[src/hdl/czi_pkg.sv]
// czi_pkg: zone codes, register indexes, colour constants and the result record
// shared by the collision zone interlock; no dependencies
`timescale 1ns / 1ps

package czi_pkg;

    localparam int DIST_W  = 12;
    localparam int MODE_W  = 2;
    localparam int TIME_W  = 32;
    localparam int SPEED_W = 9;
    localparam int THR_W   = 11;
    localparam int PER_W   = 16;
    localparam int RED_W   = 6;
    localparam int GREEN_W = 5;
    localparam int ZONE_W  = 2;

    localparam int S_TDATA_W  = 56;
    localparam int M_TDATA_W  = 64;
    localparam int CFG_ADDR_W = 3;
    localparam int CFG_DATA_W = 16;

    localparam logic [ZONE_W-1:0] ZONE_CLEAR = 2'd0;
    localparam logic [ZONE_W-1:0] ZONE_WARN  = 2'd1;
    localparam logic [ZONE_W-1:0] ZONE_CRIT  = 2'd2;

    localparam logic [MODE_W-1:0] MODE_AUTO = 2'd0;
    localparam logic [MODE_W-1:0] MODE_SEMI = 2'd1;

    localparam logic [CFG_ADDR_W-1:0] REG_STOP_DIST  = 3'd0;
    localparam logic [CFG_ADDR_W-1:0] REG_SLOW_DIST  = 3'd1;
    localparam logic [CFG_ADDR_W-1:0] REG_DEBOUNCE   = 3'd2;
    localparam logic [CFG_ADDR_W-1:0] REG_WARN_BEEP  = 3'd3;
    localparam logic [CFG_ADDR_W-1:0] REG_CRIT_BEEP  = 3'd4;
    localparam logic [CFG_ADDR_W-1:0] REG_BLINK      = 3'd5;

    localparam logic [THR_W-1:0] STOP_DIST_RST = 11'd15;
    localparam logic [THR_W-1:0] SLOW_DIST_RST = 11'd40;
    localparam logic [PER_W-1:0] DEBOUNCE_RST  = 16'd500;
    localparam logic [PER_W-1:0] WARN_BEEP_RST = 16'd500;
    localparam logic [PER_W-1:0] CRIT_BEEP_RST = 16'd150;
    localparam logic [PER_W-1:0] BLINK_RST     = 16'd200;

    localparam logic [RED_W-1:0]   RED_BRIGHT = 6'd40;
    localparam logic [RED_W-1:0]   RED_WARN   = 6'd30;
    localparam logic [RED_W-1:0]   RED_DIM    = 6'd5;
    localparam logic [GREEN_W-1:0] GREEN_ON   = 5'd20;

    localparam logic TONE_WARN = 1'b0;
    localparam logic TONE_CRIT = 1'b1;

    // packed from the highest field down so that zone lands in bit 0
    typedef struct packed {
        logic [TIME_W-1:0]         since_collision_ms;
        logic signed [SPEED_W-1:0] limited_speed;
        logic                      buzzer_stop;
        logic                      tone_kind;
        logic                      tone_start;
        logic [GREEN_W-1:0]        led_green;
        logic [RED_W-1:0]          led_red;
        logic                      led_write;
        logic                      motor_stop;
        logic                      override_on;
        logic [ZONE_W-1:0]         zone;
    } czi_result_t;

    typedef struct packed {
        logic signed [SPEED_W-1:0] requested_speed;
        logic [TIME_W-1:0]         now_ms;
        logic [MODE_W-1:0]         drive_mode;
        logic signed [DIST_W-1:0]  distance_cm;
    } czi_sample_t;

endpackage

[src/hdl/collision_zone_interlock.sv]
// collision_zone_interlock: zone classification, stop lock with debounce, LED,
// buzzer and speed limiting for one distance sample per request; uses czi_pkg
`timescale 1ns / 1ps

// One request is taken per clock while the output register is empty or being read:
// the sample lands in an input register, all compares, wrapping time subtractions
// and the speed halving run in one stage of logic, and the result is held in an
// output register while the next sample is already taken. State (lock, debounce
// start, tone, blink and stop times) is updated as each sample moves into the
// output register, so back-to-back samples see each other. tdata in:
// distance_cm[11:0], drive_mode[13:12], now_ms[45:14], requested_speed[54:46].
// tdata out: see the port list. The user must write registers through
// cfg_we/cfg_addr/cfg_wdata only while the block is idle; the block does not enforce it.
module collision_zone_interlock (
    input  logic                            aclk,
    input  logic                            aresetn,
    input  logic                            cfg_we,
    input  logic [czi_pkg::CFG_ADDR_W-1:0]  cfg_addr,
    input  logic [czi_pkg::CFG_DATA_W-1:0]  cfg_wdata,
    input  logic                            s_axis_tvalid,
    output logic                            s_axis_tready,
    // distance_cm[11:0], drive_mode[13:12], now_ms[45:14], requested_speed[54:46]
    input  logic [czi_pkg::S_TDATA_W-1:0]   s_axis_tdata,
    output logic                            m_axis_tvalid,
    input  logic                            m_axis_tready,
    // zone[1:0], override_on[2], motor_stop[3], led_write[4], led_red[10:5],
    // led_green[15:11], tone_start[16], tone_kind[17], buzzer_stop[18],
    // limited_speed[27:19], since_collision_ms[59:28], zero fill [63:60]
    output logic [czi_pkg::M_TDATA_W-1:0]   m_axis_tdata
);
    import czi_pkg::*;

    localparam int RES_W = $bits(czi_result_t);
    localparam int SMP_W = $bits(czi_sample_t);

    // configuration
    logic [THR_W-1:0] stop_dist_reg, slow_dist_reg;
    logic [PER_W-1:0] debounce_reg, warn_beep_reg, crit_beep_reg, blink_reg;

    // block state
    logic              lock_reg, lock_next;
    logic              wait_reg, wait_next;
    logic [TIME_W-1:0] safe_start_reg, safe_start_next;
    logic [TIME_W-1:0] last_stop_reg, last_stop_next;
    logic              stop_seen_reg, stop_seen_next;
    logic [TIME_W-1:0] last_tone_reg, last_tone_next;
    logic              buzz_reg, buzz_next;
    logic [ZONE_W-1:0] led_zone_reg, led_zone_next;
    logic [TIME_W-1:0] last_blink_reg, last_blink_next;
    logic              bright_reg, bright_next;

    // pipeline
    logic        in_valid_reg;
    czi_sample_t in_data_reg;
    logic        out_valid_reg;
    czi_result_t out_data_reg;
    czi_result_t res_next;
    logic        adv;

    assign adv           = in_valid_reg && (!out_valid_reg || m_axis_tready);
    assign s_axis_tready = !in_valid_reg || adv;
    assign m_axis_tvalid = out_valid_reg;
    assign m_axis_tdata  = {{(M_TDATA_W - RES_W){1'b0}}, out_data_reg};

    always_ff @(posedge aclk) begin
        if (!aresetn) begin
            stop_dist_reg <= STOP_DIST_RST;
            slow_dist_reg <= SLOW_DIST_RST;
            debounce_reg  <= DEBOUNCE_RST;
            warn_beep_reg <= WARN_BEEP_RST;
            crit_beep_reg <= CRIT_BEEP_RST;
            blink_reg     <= BLINK_RST;
        end else if (cfg_we) begin
            case (cfg_addr)
                REG_STOP_DIST: stop_dist_reg <= cfg_wdata[THR_W-1:0];
                REG_SLOW_DIST: slow_dist_reg <= cfg_wdata[THR_W-1:0];
                REG_DEBOUNCE:  debounce_reg  <= cfg_wdata[PER_W-1:0];
                REG_WARN_BEEP: warn_beep_reg <= cfg_wdata[PER_W-1:0];
                REG_CRIT_BEEP: crit_beep_reg <= cfg_wdata[PER_W-1:0];
                REG_BLINK:     blink_reg     <= cfg_wdata[PER_W-1:0];
                default: ;
            endcase
        end
    end

    // per-sample logic
    logic [ZONE_W-1:0]     zone_raw, zone_q;
    logic [DIST_W-2:0]     dist_mag;
    logic [TIME_W-1:0]     start_eff, now_ms;
    logic [PER_W-1:0]      beep_per;
    logic                  ovr;
    logic signed [SPEED_W:0] half_sum;

    always_comb begin
        now_ms          = in_data_reg.now_ms;
        dist_mag        = in_data_reg.distance_cm[DIST_W-2:0];
        lock_next       = lock_reg;
        wait_next       = wait_reg;
        safe_start_next = safe_start_reg;
        last_stop_next  = last_stop_reg;
        stop_seen_next  = stop_seen_reg;
        last_tone_next  = last_tone_reg;
        buzz_next       = buzz_reg;
        led_zone_next   = led_zone_reg;
        last_blink_next = last_blink_reg;
        bright_next     = bright_reg;
        res_next        = '0;
        zone_q          = ZONE_CLEAR;
        ovr             = 1'b0;
        start_eff       = wait_reg ? safe_start_reg : now_ms;
        beep_per        = crit_beep_reg;

        if ({1'b0, dist_mag} <= {1'b0, stop_dist_reg}) begin
            zone_raw = ZONE_CRIT;
        end else if ({1'b0, dist_mag} <= {1'b0, slow_dist_reg}) begin
            zone_raw = ZONE_WARN;
        end else begin
            zone_raw = ZONE_CLEAR;
        end

        // negative distance means no data: report safe, touch nothing else
        if (!in_data_reg.distance_cm[DIST_W-1]) begin
            zone_q = zone_raw;
            if (lock_reg && zone_raw != ZONE_CRIT) begin
                wait_next       = 1'b1;
                safe_start_next = start_eff;
                if ((now_ms - start_eff) < {{(TIME_W-PER_W){1'b0}}, debounce_reg}) begin
                    zone_q = ZONE_CRIT;
                end else begin
                    lock_next = 1'b0;
                    wait_next = 1'b0;
                end
            end

            case (in_data_reg.drive_mode)
                MODE_AUTO: ovr = (zone_q != ZONE_CLEAR);
                MODE_SEMI: ovr = (zone_q == ZONE_CRIT);
                default:   ovr = 1'b0;
            endcase

            if (ovr && zone_q == ZONE_CRIT) begin
                res_next.motor_stop = 1'b1;
                lock_next           = 1'b1;
                last_stop_next      = now_ms;
                stop_seen_next      = 1'b1;
            end

            case (zone_q)
                ZONE_CLEAR: begin
                    if (led_zone_reg != ZONE_CLEAR) begin
                        res_next.led_write = 1'b1;
                        res_next.led_green = GREEN_ON;
                    end
                end
                ZONE_WARN: begin
                    if (led_zone_reg != ZONE_WARN) begin
                        res_next.led_write = 1'b1;
                        res_next.led_red   = RED_WARN;
                        res_next.led_green = GREEN_ON;
                    end
                end
                default: begin
                    if ((now_ms - last_blink_reg) >= {{(TIME_W-PER_W){1'b0}}, blink_reg}) begin
                        bright_next        = !bright_reg;
                        res_next.led_write = 1'b1;
                        res_next.led_red   = bright_reg ? RED_DIM : RED_BRIGHT;
                        last_blink_next    = now_ms;
                    end
                end
            endcase
            led_zone_next = zone_q;

            if (zone_q == ZONE_CLEAR) begin
                if (buzz_reg) begin
                    res_next.buzzer_stop = 1'b1;
                    buzz_next            = 1'b0;
                end
            end else begin
                beep_per = (zone_q == ZONE_WARN) ? warn_beep_reg : crit_beep_reg;
                if ((now_ms - last_tone_reg) >= {{(TIME_W-PER_W){1'b0}}, beep_per}) begin
                    res_next.tone_start = 1'b1;
                    res_next.tone_kind  = (zone_q == ZONE_WARN) ? TONE_WARN : TONE_CRIT;
                    last_tone_next      = now_ms;
                    buzz_next           = 1'b1;
                end
            end
        end

        // halve toward zero: bias negatives by one before the shift
        half_sum = {in_data_reg.requested_speed[SPEED_W-1], in_data_reg.requested_speed}
                 + {{SPEED_W{1'b0}}, in_data_reg.requested_speed[SPEED_W-1]};

        res_next.zone        = zone_q;
        res_next.override_on = ovr;
        case (zone_q)
            ZONE_WARN: res_next.limited_speed = half_sum[SPEED_W:1];
            ZONE_CRIT: res_next.limited_speed = '0;
            default:   res_next.limited_speed = in_data_reg.requested_speed;
        endcase
        res_next.since_collision_ms = stop_seen_next ? (now_ms - last_stop_next) : '0;
    end

    always_ff @(posedge aclk) begin
        if (!aresetn) begin
            in_valid_reg   <= 1'b0;
            out_valid_reg  <= 1'b0;
            lock_reg       <= 1'b0;
            wait_reg       <= 1'b0;
            safe_start_reg <= '0;
            last_stop_reg  <= '0;
            stop_seen_reg  <= 1'b0;
            last_tone_reg  <= '0;
            buzz_reg       <= 1'b0;
            led_zone_reg   <= ZONE_CLEAR;
            last_blink_reg <= '0;
            bright_reg     <= 1'b0;
        end else begin
            if (s_axis_tready) begin
                in_valid_reg <= s_axis_tvalid;
            end
            if (adv) begin
                out_valid_reg  <= 1'b1;
                lock_reg       <= lock_next;
                wait_reg       <= wait_next;
                safe_start_reg <= safe_start_next;
                last_stop_reg  <= last_stop_next;
                stop_seen_reg  <= stop_seen_next;
                last_tone_reg  <= last_tone_next;
                buzz_reg       <= buzz_next;
                led_zone_reg   <= led_zone_next;
                last_blink_reg <= last_blink_next;
                bright_reg     <= bright_next;
            end else if (m_axis_tready) begin
                out_valid_reg <= 1'b0;
            end
        end
    end

    always_ff @(posedge aclk) begin
        if (s_axis_tready && s_axis_tvalid) begin
            in_data_reg <= czi_sample_t'(s_axis_tdata[SMP_W-1:0]);
        end
        if (adv) begin
            out_data_reg <= res_next;
        end
    end

    // a stop request must leave the lock set
    a_stop_locks: assert property (@(posedge aclk) disable iff (!aresetn)
        adv && res_next.motor_stop |=> lock_reg)
        else $error("lock not set after motor stop");

    // a started tone marks the buzzer as sounding
    a_tone_buzz: assert property (@(posedge aclk) disable iff (!aresetn)
        adv && res_next.tone_start |=> buzz_reg)
        else $error("buzzer flag not set after tone start");

    // an empty output stage never blocks the input side
    a_ready_free: assert property (@(posedge aclk) disable iff (!aresetn)
        !out_valid_reg |-> s_axis_tready)
        else $error("input stalled with empty output stage");

    // a moved sample always shows up as a result
    a_adv_out: assert property (@(posedge aclk) disable iff (!aresetn)
        adv |=> m_axis_tvalid)
        else $error("result lost after advance");

    // the lock holds critical while debouncing
    a_wait_lock: assert property (@(posedge aclk) disable iff (!aresetn)
        wait_reg |-> lock_reg)
        else $error("debounce waiting without lock");

endmodule
[config.mk]
export PLATFORM = sky130hd
export DESIGN_NAME = collision_zone_interlock
export DESIGN_NICKNAME = d
export VERILOG_FILES = /design/src/hdl/czi_pkg.sv /design/src/hdl/collision_zone_interlock.sv
export SDC_FILE = /design/constraint.sdc
export NUM_CORES = 1
export LEC_CHECK = 0
export BUFFER_PORTS_ARGS = -buffer_cell sky130_fd_sc_hd__buf_4
export CELL_PAD_IN_SITES_DETAIL_PLACEMENT = 2
export CELL_PAD_IN_SITES_GLOBAL_PLACEMENT = 2
export CORE_MARGIN = 2
export CORE_UTILIZATION = 30
export DETAILED_ROUTE_END_ITERATION = 8
export GPL_TIMING_DRIVEN = 0
export MAX_ROUTING_LAYER = met4
export PLACE_DENSITY = 0.67
export SLEW_MARGIN = 20
export SYNTH_ARGS = -nofsm -noshare
export SYNTH_HDL_FRONTEND = slang
export SYNTH_SLANG_ARGS = --single-unit
[constraint.sdc]
create_clock -name aclk -period 8.4 [get_ports aclk]
set_input_delay 1.68 -clock aclk [delete_from_list [all_inputs] [get_ports aclk]]
set_output_delay 1.68 -clock aclk [all_outputs]
set_load 0.05 [all_outputs]
# ---- After elaboration in Yosys (flattened, before gate mapping)
# Cells that the tools add are included.
dict set report word_totals {
  mem_bits_ro 0
  latch_bits 0
  mem_bits_rw 0
  out_inout_bits 66
  n_memories 0
  in_bits 80
  register_bits 338
  word_cells 128
}
dict set report classes {
  n_bitwise 4
  n_div 0
  shifts 0
  n_mux 35
  n_mul 0
  n_reduce_logical 33
  eq_ne 13
  add_sub_neg 5
  order_cmp 5
}
# operator n
set op_table {}
lappend op_table {{32-bit subtractor} 4}
lappend op_table {{32-bit two-way mux} 3}
lappend op_table {{32-bit by 16-bit greater-or-equal comparator with 1-bit output} 2}
lappend op_table {{32-bit by 16-bit less-than comparator with 1-bit output} 1}
lappend op_table {{11-bit <= comparator} 2}
lappend op_table {{9-bit case mux with 2 select lines} 1}
lappend op_table {{1-bit two-way mux} 17}
lappend op_table {{16-bit two-way mux} 1}
lappend op_table {{2-bit AND reduction} 7}
lappend op_table {{12-bit two-way mux} 1}
lappend op_table {{6-bit case mux with 2 select lines} 1}
lappend op_table {{4-bit AND reduction} 3}
lappend op_table {{9-bit by 2-bit adder with 10-bit output} 1}
lappend op_table {{2-bit two-way mux} 5}
lappend op_table {{5-bit case mux with 2 select lines} 1}
lappend op_table {{2-bit nonzero test} 5}
lappend op_table {{7-bit two-way mux} 1}
lappend op_table {{2-bit by 1-bit equality test with 1-bit output, second input constant} 3}
lappend op_table {{3-bit by 2-bit equality test with 1-bit output, second input constant} 2}
lappend op_table {{3-bit equality test, second input constant} 2}
lappend op_table {{6-bit two-way mux} 1}
lappend op_table {{3-bit AND reduction} 2}
lappend op_table {{2-bit OR reduction} 3}
lappend op_table {{5-bit two-way mux} 1}
lappend op_table {{other kinds (12)} 25}

# ---- Depth between registers and ports, before layout
# Gate-level depths: netlist of the first run.
dict set report logic_depth {
  depth_word 14
  ltp_mapped 43
}

# ---- Worst setup path before layout of the first run
# Ideal clock, no wire load.
dict set report synth_path {
  kind {register to register}
  startpoint {register wait_reg}
  endpoint {register out_data_reg (netlist bit m_axis_tdata[56]) (data pin)}
  setup_slack_ns -0.844
  setup_ns 0.265
  path_stages_with_launch 41
  period_less_slack_ns 9.244
  t_arrival_ns 8.979
  t_required_ns 8.135
  n_path_buf 3
  path_cell_list {dfxtp_1 > clkbuf_1 > clkbuf_1 > mux2i_1 > ha_1 > o211ai_1 > a21oi_1 > nand2b_1 > nor2_1 > o41ai_1 > a31oi_1 > xnor2_1 > ha_1 > a221oi_1 > o21a_1 > o2111ai_1 > a211o_1 > or4_1 > [5 not listed] > buf_2 > mux2i_1 > inv_1 > fa_1 > nor2b_1 > o21ai_0 > a21boi_0 > o21ai_0 > a211oi_1 > o21ai_0 > a222oi_1 > a21oi_1 > a21oi_1 > o211ai_1 > and2_1 > o21ai_2 > a21oi_1 > or3_1}
}
dict set report synth_via {
  elab_chain_cells 13
  elab_cells_between_ends 16
  classes_between {2 x add/sub; 1 x order compare; 1 x eq/ne; 10 x mux; 2 x reduce/logical}
}
# element line_no
set synth_rtl {}
lappend synth_rtl {{start: declaration} collision_zone_interlock.sv:42} ;# logic wait_reg, wait_next;
lappend synth_rtl {{start signal: assignment} collision_zone_interlock.sv:224} ;# wait_reg <= wait_next;
lappend synth_rtl {{32-bit two-way mux *} collision_zone_interlock.sv:110} ;# start_eff = wait_reg ? safe_start_reg : now_ms;
lappend synth_rtl {{32-bit subtractor *} collision_zone_interlock.sv:127} ;# if ((now_ms - start_eff) < {{(TIME_W-PER_W){1'b0}}, debounce_reg}) begin
lappend synth_rtl {{32-bit by 16-bit less-than comparator with 1-bit output *} collision_zone_interlock.sv:127}
lappend synth_rtl {{2-bit two-way mux *} collision_zone_interlock.sv:127}
lappend synth_rtl {{2-bit two-way mux *} collision_zone_interlock.sv:124} ;# if (lock_reg && zone_raw != ZONE_CRIT) begin
lappend synth_rtl {{2-bit two-way mux *} collision_zone_interlock.sv:122} ;# if (!in_data_reg.distance_cm[DIST_W-1]) begin
lappend synth_rtl {{2-bit equality test or 2-bit nonzero test (tied branches)} {collision_zone_interlock.sv:137, collision_zone_interlock.sv:141, collision_zone_interlock.sv:136}}
lappend synth_rtl {{1-bit case mux with 2 select lines} collision_zone_interlock.sv:135} ;# case (in_data_reg.drive_mode)
lappend synth_rtl {{1-bit two-way mux} collision_zone_interlock.sv:122}
lappend synth_rtl {{1-bit logical AND *} collision_zone_interlock.sv:141} ;# if (ovr && zone_q == ZONE_CRIT) begin
lappend synth_rtl {{32-bit two-way mux *} collision_zone_interlock.sv:141}
lappend synth_rtl {{32-bit two-way mux *} collision_zone_interlock.sv:122}
lappend synth_rtl {{via last_stop_next[1]} collision_zone_interlock.sv:44} ;# logic [TIME_W-1:0] last_stop_reg, last_stop_next;
lappend synth_rtl {{32-bit subtractor *} collision_zone_interlock.sv:200} ;# res_next.since_collision_ms = stop_seen_next ? (now_ms - last_stop_next) : '0;
lappend synth_rtl {{end signal: assignment} collision_zone_interlock.sv:244} ;# out_data_reg <= res_next;
lappend synth_rtl {{end: declaration} collision_zone_interlock.sv:56} ;# czi_result_t out_data_reg;
# The timed path passes the listed nets; every way through them passes the cells marked *. The select of a mux whose other input is x is not followed.
# A chain may end at the register's enable or synchronous reset.

# ---- Worst setup path after layout of the first run
dict set report layout_path {
  startpoint {register in_data_reg (netlist bit now_ms[1])}
  endpoint {register out_data_reg (netlist bit m_axis_tdata[56]) (data pin)}
}
dict set report layout_via {
  elab_chain_cells 13
  elab_cells_between_ends 16
  classes_between {2 x add/sub; 1 x order compare; 1 x eq/ne; 10 x mux; 2 x reduce/logical}
}
# element line_no
set layout_rtl {}
lappend layout_rtl {{start: declaration} collision_zone_interlock.sv:54} ;# czi_sample_t in_data_reg;
lappend layout_rtl {{start signal: assignment} collision_zone_interlock.sv:241} ;# in_data_reg <= czi_sample_t'(s_axis_tdata[SMP_W-1:0]);
lappend layout_rtl {{32-bit two-way mux *} collision_zone_interlock.sv:110}
lappend layout_rtl {{via start_eff[1]} collision_zone_interlock.sv:89} ;# logic [TIME_W-1:0] start_eff, now_ms;
lappend layout_rtl {{32-bit subtractor *} collision_zone_interlock.sv:127}
lappend layout_rtl {{32-bit by 16-bit less-than comparator with 1-bit output *} collision_zone_interlock.sv:127}
lappend layout_rtl {{2-bit two-way mux *} collision_zone_interlock.sv:127}
lappend layout_rtl {{2-bit two-way mux *} collision_zone_interlock.sv:124}
lappend layout_rtl {{2-bit two-way mux *} collision_zone_interlock.sv:122}
lappend layout_rtl {{2-bit equality test or 2-bit nonzero test (tied branches)} {collision_zone_interlock.sv:137, collision_zone_interlock.sv:141, collision_zone_interlock.sv:136}}
lappend layout_rtl {{1-bit case mux with 2 select lines} collision_zone_interlock.sv:135}
lappend layout_rtl {{1-bit two-way mux} collision_zone_interlock.sv:122}
lappend layout_rtl {{1-bit logical AND *} collision_zone_interlock.sv:141}
lappend layout_rtl {{32-bit two-way mux *} collision_zone_interlock.sv:141}
lappend layout_rtl {{32-bit two-way mux *} collision_zone_interlock.sv:122}
lappend layout_rtl {{via last_stop_next[0]} collision_zone_interlock.sv:44}
lappend layout_rtl {{32-bit subtractor *} collision_zone_interlock.sv:200}
# Marks and branches as above.

==> results of run 1 <==
-- power by group --
| part | leakage, nW | switching [mW] | total [mW] | internal, mW |
|---|---|---|---|---|
| sequential | 2.87 | 0.0677 | 1.79 | 1.73 |
| combinational | 7.97 | 0.715 | 1.18 | 0.465 |
| clock | 0.692 | 0.788 | 1.88 | 1.09 |
| total | 11.5 | 1.57 | 4.85 | 3.28 |
-- metal layers --
layer,vias up,wire [um]
met4,0,2590
li1,9708,-
met2,383,43200
met3,109,3010
met1,10400,44200
met5,-,0
-- final cells by class --
class | instances | area, um2
Buffer | 104 | 552
Inverter | 180 | 686
Multi-Input combinational cell | 1938 | 13700
Clock inverter | 14 | 123
Tap cell | 950 | 1190
Sequential cell | 333 | 7770
Clock buffer | 65 | 1280
Fill cell | 7980 | 44400
Timing Repair Buffer | 266 | 2150
Antenna cell | 2 | 5.00
-- cell usage in the layout, fill, tap and decap left out, types with 8 or more instances in the layout --
cell type and instances:
nand2_1 456, buf_4 257, dfxtp_1 222, inv_1 175, ha_1 171, mux2i_1 125, nor2_1 123, a21oi_1 117
edfxtp_1 110, o21ai_0 90, a21boi_0 87, clkbuf_1 85, a21o_1 48, nand2b_1 47, o211a_1 47, clkbuf_16 46
nand3_1 43, nor3_1 42, nor2b_1 37, xnor2_1 37, o211ai_1 32, xor2_1 29, nand4_1 25, and3_1 20
o21a_1 19, a31oi_1 19, a211oi_1 17, o21ai_1 17, buf_6 14, and2_1 13, a21oi_2 11, or2_2 11
mux2i_4 11, o21ai_2 10, ha_4 10, o21bai_1 9, clkbuf_8 9, a2111oi_0 8, nor4_1 8, buf_12 8
-- critical path, delay by kind of cell (launching register included) --
kind | cells | cell delay, ns
compound gates | 15 | 2.30
xor+xnor | 1 | 0.15
fa+ha+maj | 4 | 1.12
buf+inv | 6 | 0.80
flops | 1 | 0.54
mux | 1 | 0.25
simple gates | 15 | 3.32
-- metrics by stage --
stage	power, mW	std cells
final	4.85	3852
after global routing	5.07	3851
after CTS	4.86	3831
after detailed placement	2.84	3649
after global placement	2.79	3647
after floorplan	2.47	2561
-- cells by family after synthesis --
group	after synthesis	synth area share, %
AND/OR/NAND/NOR	889	18.5
AO/OA/AOI/OAI	639	20.2
flip-flops	333	35.6
buffers and inverters	290	5.33
adder cells (fa/ha/maj)	191	11.0
multiplexers	144	6.61
XOR/XNOR	68	2.73
other	1	0.0172
-- worst paths after layout --
check | end | slack [ns] | depth (start not counted) | start
worst max-delay path | m_axis_tdata[56] | -0.37 | 42 | now_ms[1]
worst min-delay path | slow_dist_reg[4] | 0.46 | 2 | slow_dist_reg[4]
worst max register to register | m_axis_tdata[56] | -0.37 | 42 | now_ms[1]
worst min register to register | slow_dist_reg[4] | 0.46 | 2 | slow_dist_reg[4]
-- what timing repair did --
action / 4_1_cts / 5_1_grt
pin swaps: 67 / 41
endpoints found under the setup margin: 63 / 77
setup buffers: 103 / 26
cloned: 3 / 1
gates resized for setup: 165 / 56
==> run metrics, run 1 <==
pwr/cell area=177 mW/mm2; Max H-tree Level=2; Worst EP required=8.74 ns; Worst EP arrival=9.11 ns; Post-DP HPWL=67.7 mm; largest net degree at the start of global routing=42; RSZ-0062 raised after global routing=true; ys flop type=dfxtp_1; fraction of post-synthesis cell area in the top cell type by area=20.4%; Final setup viols=53; slowest CP cell=or4_4; Hold Vio Cnt, Final=0; CTS buffer count=43; Hold Buf Count CTS=0; vias in the first global route=22200; first-pass GRT wire length=138 mm; Seq/Total Area, Yosys=35.6%; CTS Sinks=333; fin. max-slew vios=0; commonest cells in the netlist=nand2_1, dfxtp_1, ha_1; WHS=0.464 ns; Critical Path Max Stage Delay=0.59 ns; Port Buf Inserts=136; Final period util=104%; Core Util, Final=38.2%; core area=0.0719 mm2; gr usage total=24.9%; Post-Synthesis Cell Area=0.0218 mm2; Slew HR=17.0%; leading area contributor after synthesis=dfxtp_1; most numerous cell in the Yosys netlist=nand2_1; Die Height=274 um; antenna violations before repair=2; area growth from synthesis to layout=25.8%; # rows=98; startpoint types=flip-flop; fin nets=3133; Hold Crit Class=flip-flop to flip-flop; crit path kind=flip-flop to flip-flop; GR met2 Demand/Resource=40.7%; grt met3 use=2.60%; Residual DRC=0; worst vdd ir=0.000181 V; Final GP Congestion=0.853; Pleak=11.5 nW; Iteration-0 DRC Markers=1004; status=finished with violations; setup tns final=-11.34 ns; ys async rst share=0%; Max-Cap Viols=0; layout cells sized above 1=17.2%; worst clock skew=0.0245 ns; clk_lat worst skew=0.60 ns; Max clock buf depth=3; Fmax achieved=114 MHz; Post-Route WL=93.0 mm; die width=274 um; TritonCTS clock tree=yes; DRT Pass-1 Iters=5; post-synthesis instance total=2555; number of flip-flops in the largest register=55; root buffer cell=clkbuf_16; starting density of the core=30.4%; WL/cell=24.2 um; #FFs+latches synth=333; final worst path period need=8.77 ns; Worst Max-Slew Pin Slew=1.24 ns; total grt overflow=0; Critical Path Sink Type=flip-flop; met1 GRT Util=32.6%; Distinct cells, synth=88; worst-path maximum fanout=4; CTS clk-pin slew, worst paths=0.06 ns; ANT nets after route=0; violated checks=negative setup slack; Finished Cell Area=0.0275 mm2; Mean Syn Cell Area=8.55 um2; fin worst setup slack=-0.367 ns; via count=20600; Place WS=-3.34 ns; grt peak-use layer=met2; via/cell ratio=5.35; yosys warns=0; Die Area=0.0750 mm2; Post-synth EDFFs=110; placed instance area=0.0242 mm2; IO Count=146; top cells by area, synth=dfxtp_1, edfxtp_1, ha_1, nand2_1, mux2i_1
No activity file was read; power rests on OpenSTA's default activity.
==> inputs of run 2 (changes only) <==
--- a/config.mk
+++ b/config.mk
@@ -14,6 +14,7 @@
 export GPL_TIMING_DRIVEN = 0
 export MAX_ROUTING_LAYER = met4
 export PLACE_DENSITY = 0.67
+export SKIP_LAST_GASP = 1
 export SLEW_MARGIN = 20
 export SYNTH_ARGS = -nofsm -noshare
 export SYNTH_HDL_FRONTEND = slang
==> run 2 against run 1 <==
Effect of this change: the flow still finishes with violations (negative setup slack); global-route usage about the same; count of clock-buffer cells in the layout unchanged; core utilization about the same; register-to-register slack better by 0.02 ns; sequential share of layout area about the same; total power about the same; worst setup slack better by 0.015 ns; sequential power about the same; largest cell class unchanged.
==> run metrics, run 2 (same netlist as run 1, synthesis figures left out) <==
status=finished with violations; violated checks=negative setup slack; setup tns final=-10.62 ns (+0.717 ns); Fmax achieved=114 MHz (+0.17%); highest-count cells in the layout ignoring fill and taps=nand2_1, buf_4, dfxtp_1; Post-Route WL=92.9 mm (-0.14%); Post-DP HPWL=67.7 mm (unchanged); area of the multi-input gates=0.0137 mm2 (about the same); CP startpoint=now_ms[1]; crit path kind=flip-flop to flip-flop; Hold Vio Cnt, Final=0 (unchanged); Final GP Congestion=0.853 (unchanged); Port Buf Inserts=136 (unchanged); antenna violations before repair=2 (unchanged); WL/cell=24.1 um (-0.11%); CTS clk-pin slew, worst paths=0.06 ns (about the same); clk_lat worst skew=0.60 ns (about the same); final-layout fill cell count=7980 (unchanged); Worst EP required=8.74 ns (about the same); Max clock buf depth=3 (unchanged); TritonCTS clock tree=yes; reg2reg start=now_ms[1]; total grt overflow=0 (unchanged); Worst EP arrival=9.09 ns (-0.02 ns); vias in the first global route=22200 (+0.0045%); via count=20600 (+0.063%); commonest non-fill, non-tap cell in the layout=nand2_1; Place WS=-3.34 ns (unchanged); core area=0.0719 mm2 (unchanged); # rows=98 (unchanged); via/cell ratio=5.36 (about the same); fin. max-slew vios=0 (unchanged); Max H-tree Level=2 (unchanged); Slew HR=18.2% (+1.2 points); fin worst setup slack=-0.352 ns (+0.0150 ns); Iteration-0 DRC Markers=1036 (+3.2%); Final setup viols=52 (-1.9%); slowest CP cell=or4_4; Hold Crit Class=flip-flop to flip-flop; area growth from synthesis to layout=25.7% (about the same); DRT Pass-1 Iters=5 (unchanged); startpoint types=flip-flop; RSZ-0062 raised after global routing=true; largest net degree at the start of global routing=42 (unchanged); Max-Cap Viols=0 (unchanged); ANT nets after route=0 (unchanged); gr usage total=24.9% (about the same); number of flip-flops in the largest register=55 (unchanged); final worst path period need=8.75 ns (-0.0150 ns); layout cells sized above 1=17.2% (-0.034 points); pwr/cell area=177 mW/mm2 (about the same); Critical Path Max Stage Delay=0.59 ns (about the same); WP buf/inv=7 (+1); Final period util=104% (-0.18 points); die width=274 um (unchanged); HP Start=slow_dist_reg[4]; Tot Pwr=4.85 mW (about the same); Hold Buf Count CTS=0 (unchanged); worst-path maximum fanout=4 (unchanged); worst clock skew=0.0224 ns (-0.00211 ns); IO Count=146 (unchanged); CP most frequent cell=buf_4; root buffer cell=clkbuf_16; worst vdd ir=0.000182 V (+0.22%); CTS buffer count=43 (unchanged); Pleak=11.5 nW (about the same); starting density of the core=30.4% (unchanged); Die Area=0.0750 mm2 (unchanged); reg2reg setup slack=-0.35 ns (+0.02 ns); first-pass GRT wire length=138 mm (about the same); sequential cell area=0.00777 mm2 (unchanged); Critical Path Sink Type=flip-flop; Die Height=274 um (unchanged); Residual DRC=0 (unchanged); fin nets=3133 (unchanged); CTS Sinks=333 (unchanged); Top delay family on crit path=simple AND/OR/NAND/NOR gates; Worst Max-Slew Pin Slew=1.23 ns (-0.0175 ns)
run 2: cell types whose count changed in the layout (fill, tap and decap cells not counted):
cell	change
buf_8	-1
o21ai_0	+1
nor2_1	+1
nor2_2	-1
o21ai_1	-1
buf_6	+1
diode_2	-1
run 2: routing by layer:
layer,GRT usage [%],part of all wire (%),wire [um],up-vias
met3,2.60,3.9,3640,110
met1,32.6,47,43500,10400
met2,40.7,46,43200,422
met4,6.75,2.7,2550,0
li1,-,-,-,9701
met5,-,0,0,-
run 2: what timing repair did:
action,in CTS,in global routing
resized for setup,163,55
setup endpoints to repair,63,77
buffers inserted,103,26
pin swaps,67,40
gates cloned,3,1
run 2: area by class of cell:
class                   instances  share of cell area, %
flip-flops and latches        333                   28.3
inverters                     180                   2.50
plain buffers                 104                   2.01
clock buffers                  65                   4.68
clock inverters                14                  0.446
well taps                     950                   4.33
repair buffers                266                   7.80
diodes                          1                0.00911
multi-input cells            1938                   50.0
run 2: final timing paths:
check / to / cells past startpoint
worst max-delay path: m_axis_tdata[56] / 42
worst min-delay path: slow_dist_reg[4] / 2
worst max register to register: m_axis_tdata[56] / 42
worst min register to register: slow_dist_reg[4] / 2
run 2: power breakdown:
part	switching, mW	internal, mW
clock	0.788	1.09
sequential	0.0674	1.73
combinational	0.714	0.465
total	1.57	3.28
run 2: through the flow:
stage | instance area [um2] | hold slack, ns | std cells | utilization (%)
2_1_floorplan | 21900 | 0.439 | 2561 | -
3_3_place_gp | 24100 | 0.448 | 3647 | 33.6
3_5_place_dp | 24200 | 0.457 | 3649 | 33.7
4_1_cts | 27200 | 0.467 | 3831 | 37.8
5_1_grt | 27500 | 0.487 | 3851 | 38.2
6_report | 27500 | 0.464 | 3851 | 38.2
run 2: tightest hold or removal path, stage by stage, from the launching register on:
cell,delay [ns]
dfxtp_1,0.30
nand2_1,0.05
a21boi_0,0.06
